File: src/design/tca_pkg.sv
// Shared constants, types and helpers of the two-class alternating arbiter.
package tca_pkg;

  // Waiter queue depth per category, and the widths that follow from it
  localparam int unsigned QueueDepth = 16;
  localparam int unsigned PtrW       = $clog2(QueueDepth);
  localparam int unsigned CntW       = $clog2(QueueDepth + 1);
  localparam int unsigned AddrW      = $clog2(2 * QueueDepth);
  localparam int unsigned IdW        = 8;

  typedef enum logic {
    CMD_REQUEST = 1'b0,
    CMD_RELEASE = 1'b1
  } cmd_e;

  typedef enum logic [1:0] {
    OWN_FREE = 2'd0,
    OWN_CAT0 = 2'd1,
    OWN_CAT1 = 2'd2
  } owner_e;

  typedef enum logic [1:0] {
    ERR_OK        = 2'd0,
    ERR_FULL      = 2'd1,
    ERR_FREE_REL  = 2'd2
  } err_e;

  // One result beat
  typedef struct packed {
    logic           grant_valid;
    logic [IdW-1:0] grant_id;
    logic           grant_category;
    logic [1:0]     owner_after;
    logic [1:0]     error_code;
  } res_t;

  // Result hand-off from control to the output register
  typedef struct packed {
    logic load;
    logic from_ram;
    res_t res;
  } res_load_t;

  // Waiter memory access
  typedef struct packed {
    logic             we;
    logic [AddrW-1:0] waddr;
    logic [IdW-1:0]   wdata;
    logic             re;
    logic [AddrW-1:0] raddr;
  } ram_req_t;

  // Ring pointer advance, wraps at the queue depth
  function automatic logic [PtrW-1:0] bump(logic [PtrW-1:0] p);
    return (p == PtrW'(QueueDepth - 1)) ? '0 : p + PtrW'(1);
  endfunction

  // Category 0 lives in the lower half of the memory, category 1 above it
  function automatic logic [AddrW-1:0] qaddr(logic c, logic [PtrW-1:0] p);
    return c ? (AddrW'(p) + AddrW'(QueueDepth)) : AddrW'(p);
  endfunction

endpackage

File: src/design/tca_req_if.sv
// Request/release input channel.
interface tca_req_if;
  logic                    valid;
  logic                    ready;
  logic                    command;
  logic                    category;
  logic [tca_pkg::IdW-1:0] requester_id;

  modport source (output valid, command, category, requester_id, input ready);
  modport sink   (input valid, command, category, requester_id, output ready);
endinterface

File: src/design/tca_res_if.sv
// Grant result output channel.
interface tca_res_if;
  logic                    valid;
  logic                    ready;
  logic                    grant_valid;
  logic [tca_pkg::IdW-1:0] grant_id;
  logic                    grant_category;
  logic [1:0]              owner_after;
  logic [1:0]              error_code;

  modport source (output valid, grant_valid, grant_id, grant_category, owner_after,
                  error_code, input ready);
  modport sink   (input valid, grant_valid, grant_id, grant_category, owner_after,
                  error_code, output ready);
endinterface

File: src/design/tca_ram.sv
// Generic single-write, single-read RAM with registered read data.
module tca_ram #(
  parameter int unsigned Width = 8,
  parameter int unsigned Depth = 32
) (
  input  logic                     clk_i,
  input  logic                     we_i,
  input  logic [$clog2(Depth)-1:0] waddr_i,
  input  logic [Width-1:0]         wdata_i,
  input  logic                     re_i,
  input  logic [$clog2(Depth)-1:0] raddr_i,
  output logic [Width-1:0]         rdata_o
);

  logic [Width-1:0] mem_q [Depth];
  logic [Width-1:0] rdata_q;

  always_ff @(posedge clk_i) begin
    if (we_i) begin
      mem_q[waddr_i] <= wdata_i;
    end
    if (re_i) begin
      rdata_q <= mem_q[raddr_i];
    end
  end

  assign rdata_o = rdata_q;

endmodule

File: src/design/tca_ctrl.sv
// Arbitration control: owner, queue pointers, counts and waiter memory access.
module tca_ctrl (
  input  logic                    clk_i,
  input  logic                    rst_ni,
  input  logic                    accept_i,
  input  logic                    command_i,
  input  logic                    category_i,
  input  logic [tca_pkg::IdW-1:0] requester_id_i,
  output logic                    busy_o,
  output tca_pkg::ram_req_t       ram_o,
  output tca_pkg::res_load_t      load_o
);

  tca_pkg::owner_e                owner_q, owner_d;
  logic [tca_pkg::PtrW-1:0]       head_q [2];
  logic [tca_pkg::PtrW-1:0]       head_d [2];
  logic [tca_pkg::PtrW-1:0]       tail_q [2];
  logic [tca_pkg::PtrW-1:0]       tail_d [2];
  logic [tca_pkg::CntW-1:0]       cnt_q  [2];
  logic [tca_pkg::CntW-1:0]       cnt_d  [2];
  logic                           pend_q, pend_d;
  tca_pkg::res_t                  pend_res_q, pend_res_d;
  tca_pkg::res_t                  imm_res;
  logic                           pop;
  logic                           cur, other, pop_cat;
  logic                           own_valid;

  assign cur = (owner_q == tca_pkg::OWN_CAT1);
  assign other = ~cur;

  // Decide the item, update pointers and counts at acceptance
  always_comb begin
    owner_d    = owner_q;
    head_d     = head_q;
    tail_d     = tail_q;
    cnt_d      = cnt_q;
    pend_d     = 1'b0;
    pend_res_d = pend_res_q;
    pop        = 1'b0;
    pop_cat    = 1'b0;
    ram_o      = '0;
    imm_res    = '0;
    own_valid  = 1'b0;

    unique case (owner_q)
      tca_pkg::OWN_CAT0, tca_pkg::OWN_CAT1: own_valid = 1'b1;
      default:                              own_valid = 1'b0;
    endcase

    if (accept_i) begin
      unique case (tca_pkg::cmd_e'(command_i))
        tca_pkg::CMD_REQUEST: begin
          if (owner_q == tca_pkg::OWN_FREE) begin
            // Free resource: grant at once
            owner_d                = category_i ? tca_pkg::OWN_CAT1 : tca_pkg::OWN_CAT0;
            imm_res.grant_valid    = 1'b1;
            imm_res.grant_id       = requester_id_i;
            imm_res.grant_category = category_i;
          end else if (cnt_q[category_i] == tca_pkg::CntW'(tca_pkg::QueueDepth)) begin
            imm_res.error_code = tca_pkg::ERR_FULL;
          end else begin
            // Queue the waiter at its category's tail
            ram_o.we              = 1'b1;
            ram_o.waddr           = tca_pkg::qaddr(category_i, tail_q[category_i]);
            ram_o.wdata           = requester_id_i;
            tail_d[category_i]    = tca_pkg::bump(tail_q[category_i]);
            cnt_d[category_i]     = cnt_q[category_i] + tca_pkg::CntW'(1);
          end
        end
        tca_pkg::CMD_RELEASE: begin
          if (!own_valid) begin
            imm_res.error_code = tca_pkg::ERR_FREE_REL;
          end else if (cnt_q[other] != '0) begin
            pop     = 1'b1;
            pop_cat = other;
            owner_d = other ? tca_pkg::OWN_CAT1 : tca_pkg::OWN_CAT0;
          end else if (cnt_q[cur] != '0) begin
            pop     = 1'b1;
            pop_cat = cur;
          end else begin
            owner_d = tca_pkg::OWN_FREE;
          end
        end
        default: ;
      endcase
    end

    // Oldest waiter leaves: read its entry, result completes next cycle
    if (pop) begin
      ram_o.re                  = 1'b1;
      ram_o.raddr               = tca_pkg::qaddr(pop_cat, head_q[pop_cat]);
      head_d[pop_cat]           = tca_pkg::bump(head_q[pop_cat]);
      cnt_d[pop_cat]            = cnt_q[pop_cat] - tca_pkg::CntW'(1);
      pend_d                    = 1'b1;
      pend_res_d                = '0;
      pend_res_d.grant_valid    = 1'b1;
      pend_res_d.grant_category = pop_cat;
      pend_res_d.owner_after    = owner_d;
    end

    imm_res.owner_after = owner_d;
  end

  // Result hand-off
  always_comb begin
    load_o.load     = (accept_i && !pop) || pend_q;
    load_o.from_ram = pend_q;
    load_o.res      = pend_q ? pend_res_q : imm_res;
  end

  assign busy_o = pend_q;

  // Control state
  always_ff @(posedge clk_i or negedge rst_ni) begin
    if (!rst_ni) begin
      owner_q <= tca_pkg::OWN_FREE;
      head_q  <= '{default: '0};
      tail_q  <= '{default: '0};
      cnt_q   <= '{default: '0};
      pend_q  <= 1'b0;
    end else begin
      owner_q <= owner_d;
      head_q  <= head_d;
      tail_q  <= tail_d;
      cnt_q   <= cnt_d;
      pend_q  <= pend_d;
    end
  end

  // Pending result fields
  always_ff @(posedge clk_i) begin
    pend_res_q <= pend_res_d;
  end

endmodule

File: src/design/two_class_alternating_arbiter_top.sv
// Top level of the two-class alternating arbiter.
//
// Usage: req_i carries request/release beats (command, category,
// requester_id); res_o returns exactly one result beat per accepted input
// beat, in order. A request takes the free resource at once, otherwise
// waits in its category's queue; a release hands over to the oldest
// waiter of the other category first, then of the same category, else
// frees the resource. Full queues and releases while free are flagged.
// Timing: the result is registered and shows the cycle after acceptance;
// a release that hands over to a waiter reads the waiter memory, so its
// result passes the memory's read register, then the output register.
// Throughput: one beat per cycle unless res_o stalls; a handing-over
// release holds the input (busy) while the memory read completes.
// Reset: the resource is free and both queues are empty; queue memory
// contents are not cleared, so no clearing pass is needed.
// Stall: while res_o is stalled with a result held, req_i is not ready
// unless that result is taken in the same cycle.
module two_class_alternating_arbiter_top (
  input  logic          clk_i,
  input  logic          rst_ni,
  tca_req_if.sink       req_i,
  tca_res_if.source     res_o
);

  logic                      accept;
  logic                      busy;
  tca_pkg::ram_req_t         ram_req;
  tca_pkg::res_load_t        load;
  logic [tca_pkg::IdW-1:0]   rdata;
  logic                      out_valid_q, out_valid_d;
  tca_pkg::res_t             out_res_q, out_res_d;

  // Input handshake
  assign req_i.ready = !busy && (!out_valid_q || res_o.ready);
  assign accept      = req_i.valid && req_i.ready;

  tca_ctrl u_ctrl (
    .clk_i          (clk_i),
    .rst_ni         (rst_ni),
    .accept_i       (accept),
    .command_i      (req_i.command),
    .category_i     (req_i.category),
    .requester_id_i (req_i.requester_id),
    .busy_o         (busy),
    .ram_o          (ram_req),
    .load_o         (load)
  );

  tca_ram #(
    .Width (tca_pkg::IdW),
    .Depth (2 * tca_pkg::QueueDepth)
  ) u_ram (
    .clk_i   (clk_i),
    .we_i    (ram_req.we),
    .waddr_i (ram_req.waddr),
    .wdata_i (ram_req.wdata),
    .re_i    (ram_req.re),
    .raddr_i (ram_req.raddr),
    .rdata_o (rdata)
  );

  // Output register
  always_comb begin
    out_valid_d = out_valid_q;
    out_res_d   = out_res_q;
    if (out_valid_q && res_o.ready) begin
      out_valid_d = 1'b0;
    end
    if (load.load) begin
      out_valid_d = 1'b1;
      out_res_d   = load.res;
      if (load.from_ram) begin
        out_res_d.grant_id = rdata;
      end
    end
  end

  always_ff @(posedge clk_i or negedge rst_ni) begin
    if (!rst_ni) begin
      out_valid_q <= 1'b0;
    end else begin
      out_valid_q <= out_valid_d;
    end
  end

  always_ff @(posedge clk_i) begin
    out_res_q <= out_res_d;
  end

  assign res_o.valid          = out_valid_q;
  assign res_o.grant_valid    = out_res_q.grant_valid;
  assign res_o.grant_id       = out_res_q.grant_id;
  assign res_o.grant_category = out_res_q.grant_category;
  assign res_o.owner_after    = out_res_q.owner_after;
  assign res_o.error_code     = out_res_q.error_code;

endmodule
File: src/flat_wrapper.sv
// flat-port wrapper written by rule: the top's interface ports become plain ports
module two_class_alternating_arbiter_top_flat 
  (clk_i, rst_ni, req_i_valid, req_i_command, req_i_category, req_i_requester_id, req_i_ready, res_o_valid, res_o_grant_valid, res_o_grant_id, res_o_grant_category, res_o_owner_after, res_o_error_code, res_o_ready);
  tca_req_if req_i_i ();
  tca_res_if res_o_i ();
  input  logic clk_i;
  input  logic rst_ni;
  input wire logic [$bits(req_i_i.valid)-1:0] req_i_valid;
  input wire logic [$bits(req_i_i.command)-1:0] req_i_command;
  input wire logic [$bits(req_i_i.category)-1:0] req_i_category;
  input wire logic [$bits(req_i_i.requester_id)-1:0] req_i_requester_id;
  output wire logic [$bits(req_i_i.ready)-1:0] req_i_ready;
  output wire logic [$bits(res_o_i.valid)-1:0] res_o_valid;
  output wire logic [$bits(res_o_i.grant_valid)-1:0] res_o_grant_valid;
  output wire logic [$bits(res_o_i.grant_id)-1:0] res_o_grant_id;
  output wire logic [$bits(res_o_i.grant_category)-1:0] res_o_grant_category;
  output wire logic [$bits(res_o_i.owner_after)-1:0] res_o_owner_after;
  output wire logic [$bits(res_o_i.error_code)-1:0] res_o_error_code;
  input wire logic [$bits(res_o_i.ready)-1:0] res_o_ready;
  assign req_i_i.valid = req_i_valid;
  assign req_i_i.command = req_i_command;
  assign req_i_i.category = req_i_category;
  assign req_i_i.requester_id = req_i_requester_id;
  assign req_i_ready = req_i_i.ready;
  assign res_o_valid = res_o_i.valid;
  assign res_o_grant_valid = res_o_i.grant_valid;
  assign res_o_grant_id = res_o_i.grant_id;
  assign res_o_grant_category = res_o_i.grant_category;
  assign res_o_owner_after = res_o_i.owner_after;
  assign res_o_error_code = res_o_i.error_code;
  assign res_o_i.ready = res_o_ready;
  two_class_alternating_arbiter_top u_core (.clk_i(clk_i), .rst_ni(rst_ni), .req_i(req_i_i), .res_o(res_o_i));
endmodule
File: config.mk
export PLATFORM = sky130hd
export DESIGN_NAME = two_class_alternating_arbiter_top_flat
export DESIGN_NICKNAME = d
export VERILOG_FILES = /design/src/design/tca_pkg.sv /design/src/design/tca_req_if.sv /design/src/design/tca_res_if.sv /design/src/design/tca_ram.sv /design/src/design/tca_ctrl.sv /design/src/design/two_class_alternating_arbiter_top.sv /design/src/flat_wrapper.sv
export SDC_FILE = /design/constraint.sdc
export NUM_CORES = 1
export LEC_CHECK = 0
export ABC_AREA = 1
export BUFFER_PORTS_ARGS = -buffer_cell sky130_fd_sc_hd__clkbuf_2
export CAP_MARGIN = 20
export CORE_AREA = 8 8 200 202
export CTS_BUF_LIST = sky130_fd_sc_hd__clkbuf_16
export DETAILED_ROUTE_END_ITERATION = 8
export DIE_AREA = 0 0 208 210
export GPL_TIMING_DRIVEN = 0
export PLACE_DENSITY = 0.6
export SETUP_SLACK_MARGIN = 0.3
export SLEW_MARGIN = 20
export SYNTH_ARGS = -nofsm -noshare
export SYNTH_HDL_FRONTEND = slang
export SYNTH_SLANG_ARGS = --single-unit
File: constraint.sdc
create_clock -name clk_i -period 4.9 [get_ports clk_i]
set_input_delay 0.98 -clock clk_i [delete_from_list [all_inputs] [get_ports clk_i]]
set_output_delay 0.98 -clock clk_i [all_outputs]
set_load 0.01 [all_outputs]
==> Word-level counts from Yosys, hierarchy flattened <==
Memory sizes are Yosys's and may differ from the RTL's. A register that Yosys moved wholly into a read port is not among the register bits.
Cells that the tools add are included.
{ "word_totals": {"ff_bits": 47, "ram_bits": 256, "input_bits": 14, "out_inout_bits": 16, "elab_cells": 139, "mem_count": 1} }
{ "classes": {"addsub": 6, "order_cmp": 6, "eq_ne": 5, "mux": 78, "bitwise": 9, "reduce_logical": 18} }
{ "mem_list": {"columns": ["memory", "words", "word_bits", "rd", "rd_clocked_by_memory_dff", "wr", "line_no", "source"], "rows": [
  ["u_core.u_ram.mem_q", 32, 8, 1, 1, 1, "tca_ram.sv:15", "logic [Width-1:0] mem_q [Depth];"]
]} }
{ "op_table": {"columns": ["op", "n"], "rows": [
  ["$mux W10", 8],
  ["$mux W5", 16],
  ["$mux W14", 4],
  ["$mux W4", 10],
  ["$bwmux W10", 2],
  ["$mux W1", 18],
  ["$mux W2", 9],
  ["$bwmux W8", 2],
  ["$mux W13", 1],
  ["$add A4 B5 Y5 const B", 2],
  ["$demux W5 S1", 2],
  ["$reduce_bool A5 Y1", 2],
  ["$add A4 B1 Y4 const B", 2],
  ["$demux W4 S1", 2],
  ["$eq A4 B4 Y1 const B", 2],
  ["$ge A2 B2 Y1 const B", 4],
  ["$mux W8", 1],
  ["$not A1 Y2", 4],
  ["$pmux W2 S2", 2],
  ["$logic_and A1 B1 Y1", 6],
  ["$mux W6", 1],
  ["$add A5 B1 Y5 const B", 1],
  ["$eq A5 B5 Y1 const B", 1],
  ["$not A1 Y1", 5],
  ["other kinds (10)", 15]
]} }

==> Longest topological paths before layout <==
{ "logic_depth": {"word_depth": 18, "ltp_mapped": 20, "mapped_depth_nobuf": 19} }

==> By module <==
A second synthesis with hierarchy kept.
{ "hier_totals": {"hier_cells": 1311, "area_unflattened_um2": 13858.3} }
{ "by_module_without_submodules": {"columns": ["mod", "instances", "cells_each", "area_per_inst_um2"], "rows": [
  ["tca_ram", 1, 922, 10866.7],
  ["tca_ctrl", 1, 340, 2401.1],
  ["two_class_alternating_arbiter_top", 1, 49, 590.6]
]} }

==> Worst setup path before layout <==
No wires, ideal clock.
{ "synth_timing": {"path_type": "input to register", "start": "input req_i_category", "end": "memory u_core.u_ram.mem_q[0][0], enable pin", "setup_time_ns": 0.370, "t_arrival_ns": 3.255, "setup_slack_ns": 1.275, "cell_stages": 14, "cell_sequence": "clkbuf_1 -> buf_1 -> nand2_1 -> o21ai_0 -> ha_1 -> inv_1 -> nor4_1 -> nor2_1 -> inv_2 -> buf_2 -> nor2_1 -> nor2_1 -> nand2_1 -> nor2_1"} }
{ "synth_via": {"elab_chain_len": 11, "elab_cells_between_ends": 16} }
{ "synth_rtl": {"columns": ["element", "line_no", "source"], "rows": [
  ["start: declaration", "flat_wrapper.sv:10", "input wire logic [$bits(req_i_i.category)-1:0] req_i_category;"],
  ["parallel branches: the longest is 5 deep, another holds $add A4 B5 Y5", null, null],
  ["$mux W14 *", "tca_ctrl.sv:59", "end else if (cnt_q[category_i] == tca_pkg::CntW'(tca_pkg::QueueDepth)) begin"],
  ["$mux W14 *", "tca_ctrl.sv:53", "if (owner_q == tca_pkg::OWN_FREE) begin"],
  ["$mux W14 *", "tca_ctrl.sv:51", "unique case (tca_pkg::cmd_e'(command_i))"],
  ["$mux W14 *", "tca_ctrl.sv:50", "if (accept_i) begin"],
  ["$mux W1", "tca_ram.sv:19", "if (we_i) begin"],
  ["$mux W1 (not written as such)", "tca_ram.sv:20", "mem_q[waddr_i] <= wdata_i;"],
  ["end: declaration", "tca_ram.sv:15", null]
]} }
Mark *: on every way between the ends. The select of a mux whose other input is x is not followed.

==> Worst setup path after layout <==
{ "layout_timing": {"start": "input req_i_category", "end": "memory u_core.u_ram.mem_q[0][4], enable pin"} }
Same word-level chain as after synthesis.

==> summary.md <==
| Metric | Value |
|---|---|
| CTS max path bufs | 3 |
| Pin count of the biggest net entering global routing | 32 |
| Hold Path End | u_core.u_ctrl.tail_q[4]$_DFFE_PN0P_ |
| Vias in the first global route | 10046 |
| Post-synth net total | 1447 |
| Routed wire per std cell | 19.2 µm |
| Setup violators final | 0 |
| ANT nets after route | 0 |
| CP Launch Type | input pin |
| Cell with the most instances after synthesis | edfxtp_1 |
| Avg Cell Area, Syn | 10.2 µm² |
| Share of cells above drive strength 1 | 0.120 |
| DP Cell Count | 1937 |
| Max frequency | 222 MHz |
| Flop pwr share | 0.380 |
| Worst reg2reg path depth | 13 |
| Post-synth cell types | 36 |
| Initial antenna violation count | 0 |
| Hold Crit Depth | 2 |
| Critical hold path startpoint | u_core.u_ctrl.tail_q[4]$_DFFE_PN0P_ |
| IR drop worst, VDD | 0.253 mV |
| Global route overflow | 0 |
| Cell-internal power | 5.57 mW |
| Iteration-0 DRC Markers | 907 |
| Diodes inserted | 0 |
| Multi-input combinational cell area | 0.00408 mm² |
| # IOs | 30 |
| Synthesized cell area | 0.0145 mm² |
| Crit path top cell by count | nor2_1 |
| Drt via density | 5.20 |
| Min Tclk post-route | 4.49 ns |
| Clock share of power | 0.289 |
| Worst slew pin tran | 1.01 ns |
| FF/Latch Area | 0.00919 mm² |
| Combinational power share | 0.332 |
| GRT Util Overall | 0.173 |
| Slew margin rel. | 0.320 |
| Die height | 210 µm |
| Largest cells by area after synthesis | edfxtp_1 58%, nand3_1 9.4%, nand2_1 6.9% |
| Top FF cell, synth | edfxtp_1 |
| Synthesized flop and latch total | 311 |
| Status | finished, final reports clean |
| Post-route setup TNS | 0 ns |
| First-pass GRT wire length | 58.6 mm |
| CTS tree | done |
| Area delta synth->final | 14.8% |
| Clock slew at reported path FFs | 0.06 ns |
| Critical Path AT | 4.66 ns |
| Synthesized instance count | 1425 |
| # DRC | 0 |
| PD cells | 528 mW/mm² |
| Lkg Pwr | 6.89 nW |
| Slew Limit Fails | 0 |
| Cell taking the most area after synthesis | edfxtp_1 |
| Psw | 3.23 mW |
| Final wirelength | 38.4 mm |
| Layout fillers | 3455 |
| CP Data Required Time | 5.06 ns |
| Die area | 0.0437 mm² |
| Slowest CP cell | nor2_2 |
| Worst R2R End | u_core.u_ram.mem_q[0][4]$_DFFE_PP_ |
| Worst hold path type | flip-flop to flip-flop |
| Top cells by count, synth | 281 x edfxtp_1, 272 x nand3_1, 266 x nand2_1 |
| Worst Clk Skew | 0.0197 ns |
| CTS Root Cell | clkbuf_16 |
| Clk Latency, worst-skew pair | 0.53 ns |
| Post-route insts no fill | 2001 |
| Max incr delay on CP | 0.52 ns |
| Critical path fanouts, max | 10 |
| RSZ-0062 raised after global routing | yes |
| Crit Path Class | input pin to flip-flop |
| Core ar. | 0.0370 mm² |
| Tcrit/Tclk final | 0.917 |
| Rows | 71 |
| Async SR Flop Fraction | 0.0965 |
| DRT Pass-1 Iters | 6 |
| Endpoint class of the critical path | flip-flop |
| CP Cell Sequence | clkbuf_2 > clkbuf_1 > buf_1 > nand2_1 > o21ai_0 > ha_1 > inv_1 > nor4_1 > nor2_1 > inv_2 > buf_2 > nor2_1 > nor2_1 > nand2_1 > nor2_2 |
| # port buffers | 29 |
| Hold Vio Cnt, Final | 0 |
| Hold-fix buffers at CTS | 0 |
| Crit Reg-Reg Startpoint | u_core.u_ctrl.cnt_q[1]$_DFF_PN0_ |
| Maximum Capacitance Violations | 0 |
| NumNets Final | 1523 |
| Initial core utilization | 0.392 |
| FF-to-FF setup slack | 1.38 ns |
| Sequential area share after synthesis | 0.634 |
| GP Congestion | 0.910 |
| Total CTS buffers | 36 |
| Die X | 208 µm |
| Post-synth top area share | 0.582 |
| Setup repair bufs after CTS | 0 |
| Yosys warns | 0 |
| Total number of vias | 10404 |
| Post-synth EDFFs | 281 |
| Net Sw Frac | 0.367 |
| Clk sinks | 311 |
| Max H-tree Level | 2 |
| DP HPWL | 26.8 mm |
==> power by group through the flow <==
stage	registers (mW)	clock network, mW	logic [mW]
final	3.34	2.54	2.92
after global routing	3.36	2.67	3.19
after CTS	3.34	2.58	2.89
after detailed placement	3.39	0	2.87
after global placement	3.40	0	2.77
after floorplan	3.40	0	1.86
==> layer usage <==
metal	wire, µm	part of all wire	GRT usage	vias up
li1	-	-	-	4930
met1	17000	0.44	0.231	4980
met2	17200	0.45	0.279	401
met3	2770	0.072	0.0321	93
met4	1410	0.037	0.0675	0
met5	0	0	0	-
==> worst max-delay path by stage <==
stage	from	endpoint	slack, ns	cells after the start
2_1_floorplan	req_i_category	u_core.u_ram.mem_q[0][0]$_DFFE_PP_	1.28	14
3_3_place_gp	req_i_category	u_core.u_ram.mem_q[17][2]$_DFFE_PP_	-1.13	12
3_5_place_dp	req_i_category	u_core.u_ram.mem_q[4][4]$_DFFE_PP_	-0.28	15
4_1_cts	req_i_category	u_core.u_ram.mem_q[16][4]$_DFFE_PP_	0.33	15
5_1_grt	req_i_category	u_core.u_ram.mem_q[4][7]$_DFFE_PP_	0.23	15
6_report	req_i_category	u_core.u_ram.mem_q[0][4]$_DFFE_PP_	0.41	15
==> flip-flops by register name, indices dropped and copies added (netlist names), 3 cells and up <==
name,cells
u_core.u_ram.rdata_o,8
u_core.u_ctrl.cnt_q,10
u_core.u_ctrl.pend_res_q,3
u_core.res_o.grant_id,8
u_core.u_ram.mem_q,256
u_core.u_ctrl.head_q,8
u_core.u_ctrl.tail_q,8
==> logic make-up (layout without fill, tap and decap cells) <==
kind of cell | Yosys count | after routing | share of synthesized area
AO/OA/AOI/OAI | 66 | 66 | 0.0250
AND/OR/NAND/NOR | 716 | 716 | 0.239
adder cells (fa/ha/maj) | 8 | 8 | 0.00691
flip-flops | 311 | 311 | 0.634
XOR/XNOR | 9 | 9 | 0.00544
buffers and inverters | 315 | 417 | 0.0899
==> layout by cell type (no fill, tap or decap), drive strengths merged, types with 2 or more instances in the layout <==
| cell type | instances |
|---|---|
| a31oi | 2 |
| buf | 70 |
| nand4 | 17 |
| bufinv | 2 |
| a21oi | 5 |
| o211ai | 5 |
| dfrtp | 30 |
| xor2 | 6 |
| nand3b | 80 |
| or2 | 2 |
| nand2 | 273 |
| o21ai | 50 |
| nor3 | 2 |
| ha | 8 |
| inv | 254 |
| xnor2 | 3 |
| nor2 | 66 |
| edfxtp | 281 |
| clkinv | 13 |
| clkbuf | 78 |
| nand3 | 275 |
==> cell type report <==
type	instances	share of cell area
Sequential cell	311	0.552
Clock buffer	38	0.0571
Multi-Input combinational cell	799	0.245
Timing Repair Buffer	38	0.0217
Clock inverter	26	0.00985
Buffer	72	0.0235
Tap cell	474	0.0356
Inverter	243	0.0548
==> critical path, delay by kind of cell <==
kind,cells,cell delay (ns)
AOI/OAI and AO/OA,1,0.12
buffers and inverters,6,1.53
adders and majority gates,1,0.19
and+or+nand+nor,7,1.81
==> repair_timing <==
item                                   4_1_cts  5_1_grt
resized for setup                            2        6
endpoints found under the hold margin        0        0
cloned                                       0        0
setup endpoints to repair                   16       61
==> metrics by stage <==
step	cell area [µm²]	total power [mW]	setup WS, ns	util	hold WS [ns]
global route	16600	9.22	0.227	0.450	0.495
CTS	16600	8.81	0.326	0.450	0.472
global placement	15200	6.17	-1.13	0.412	0.451
finish	16600	8.79	0.405	0.450	0.476
detailed placement	15500	6.26	-0.282	0.420	0.457
floorplan	14500	5.26	1.28	-	0.437
Note: power is estimated with default switching activity, not from simulation.
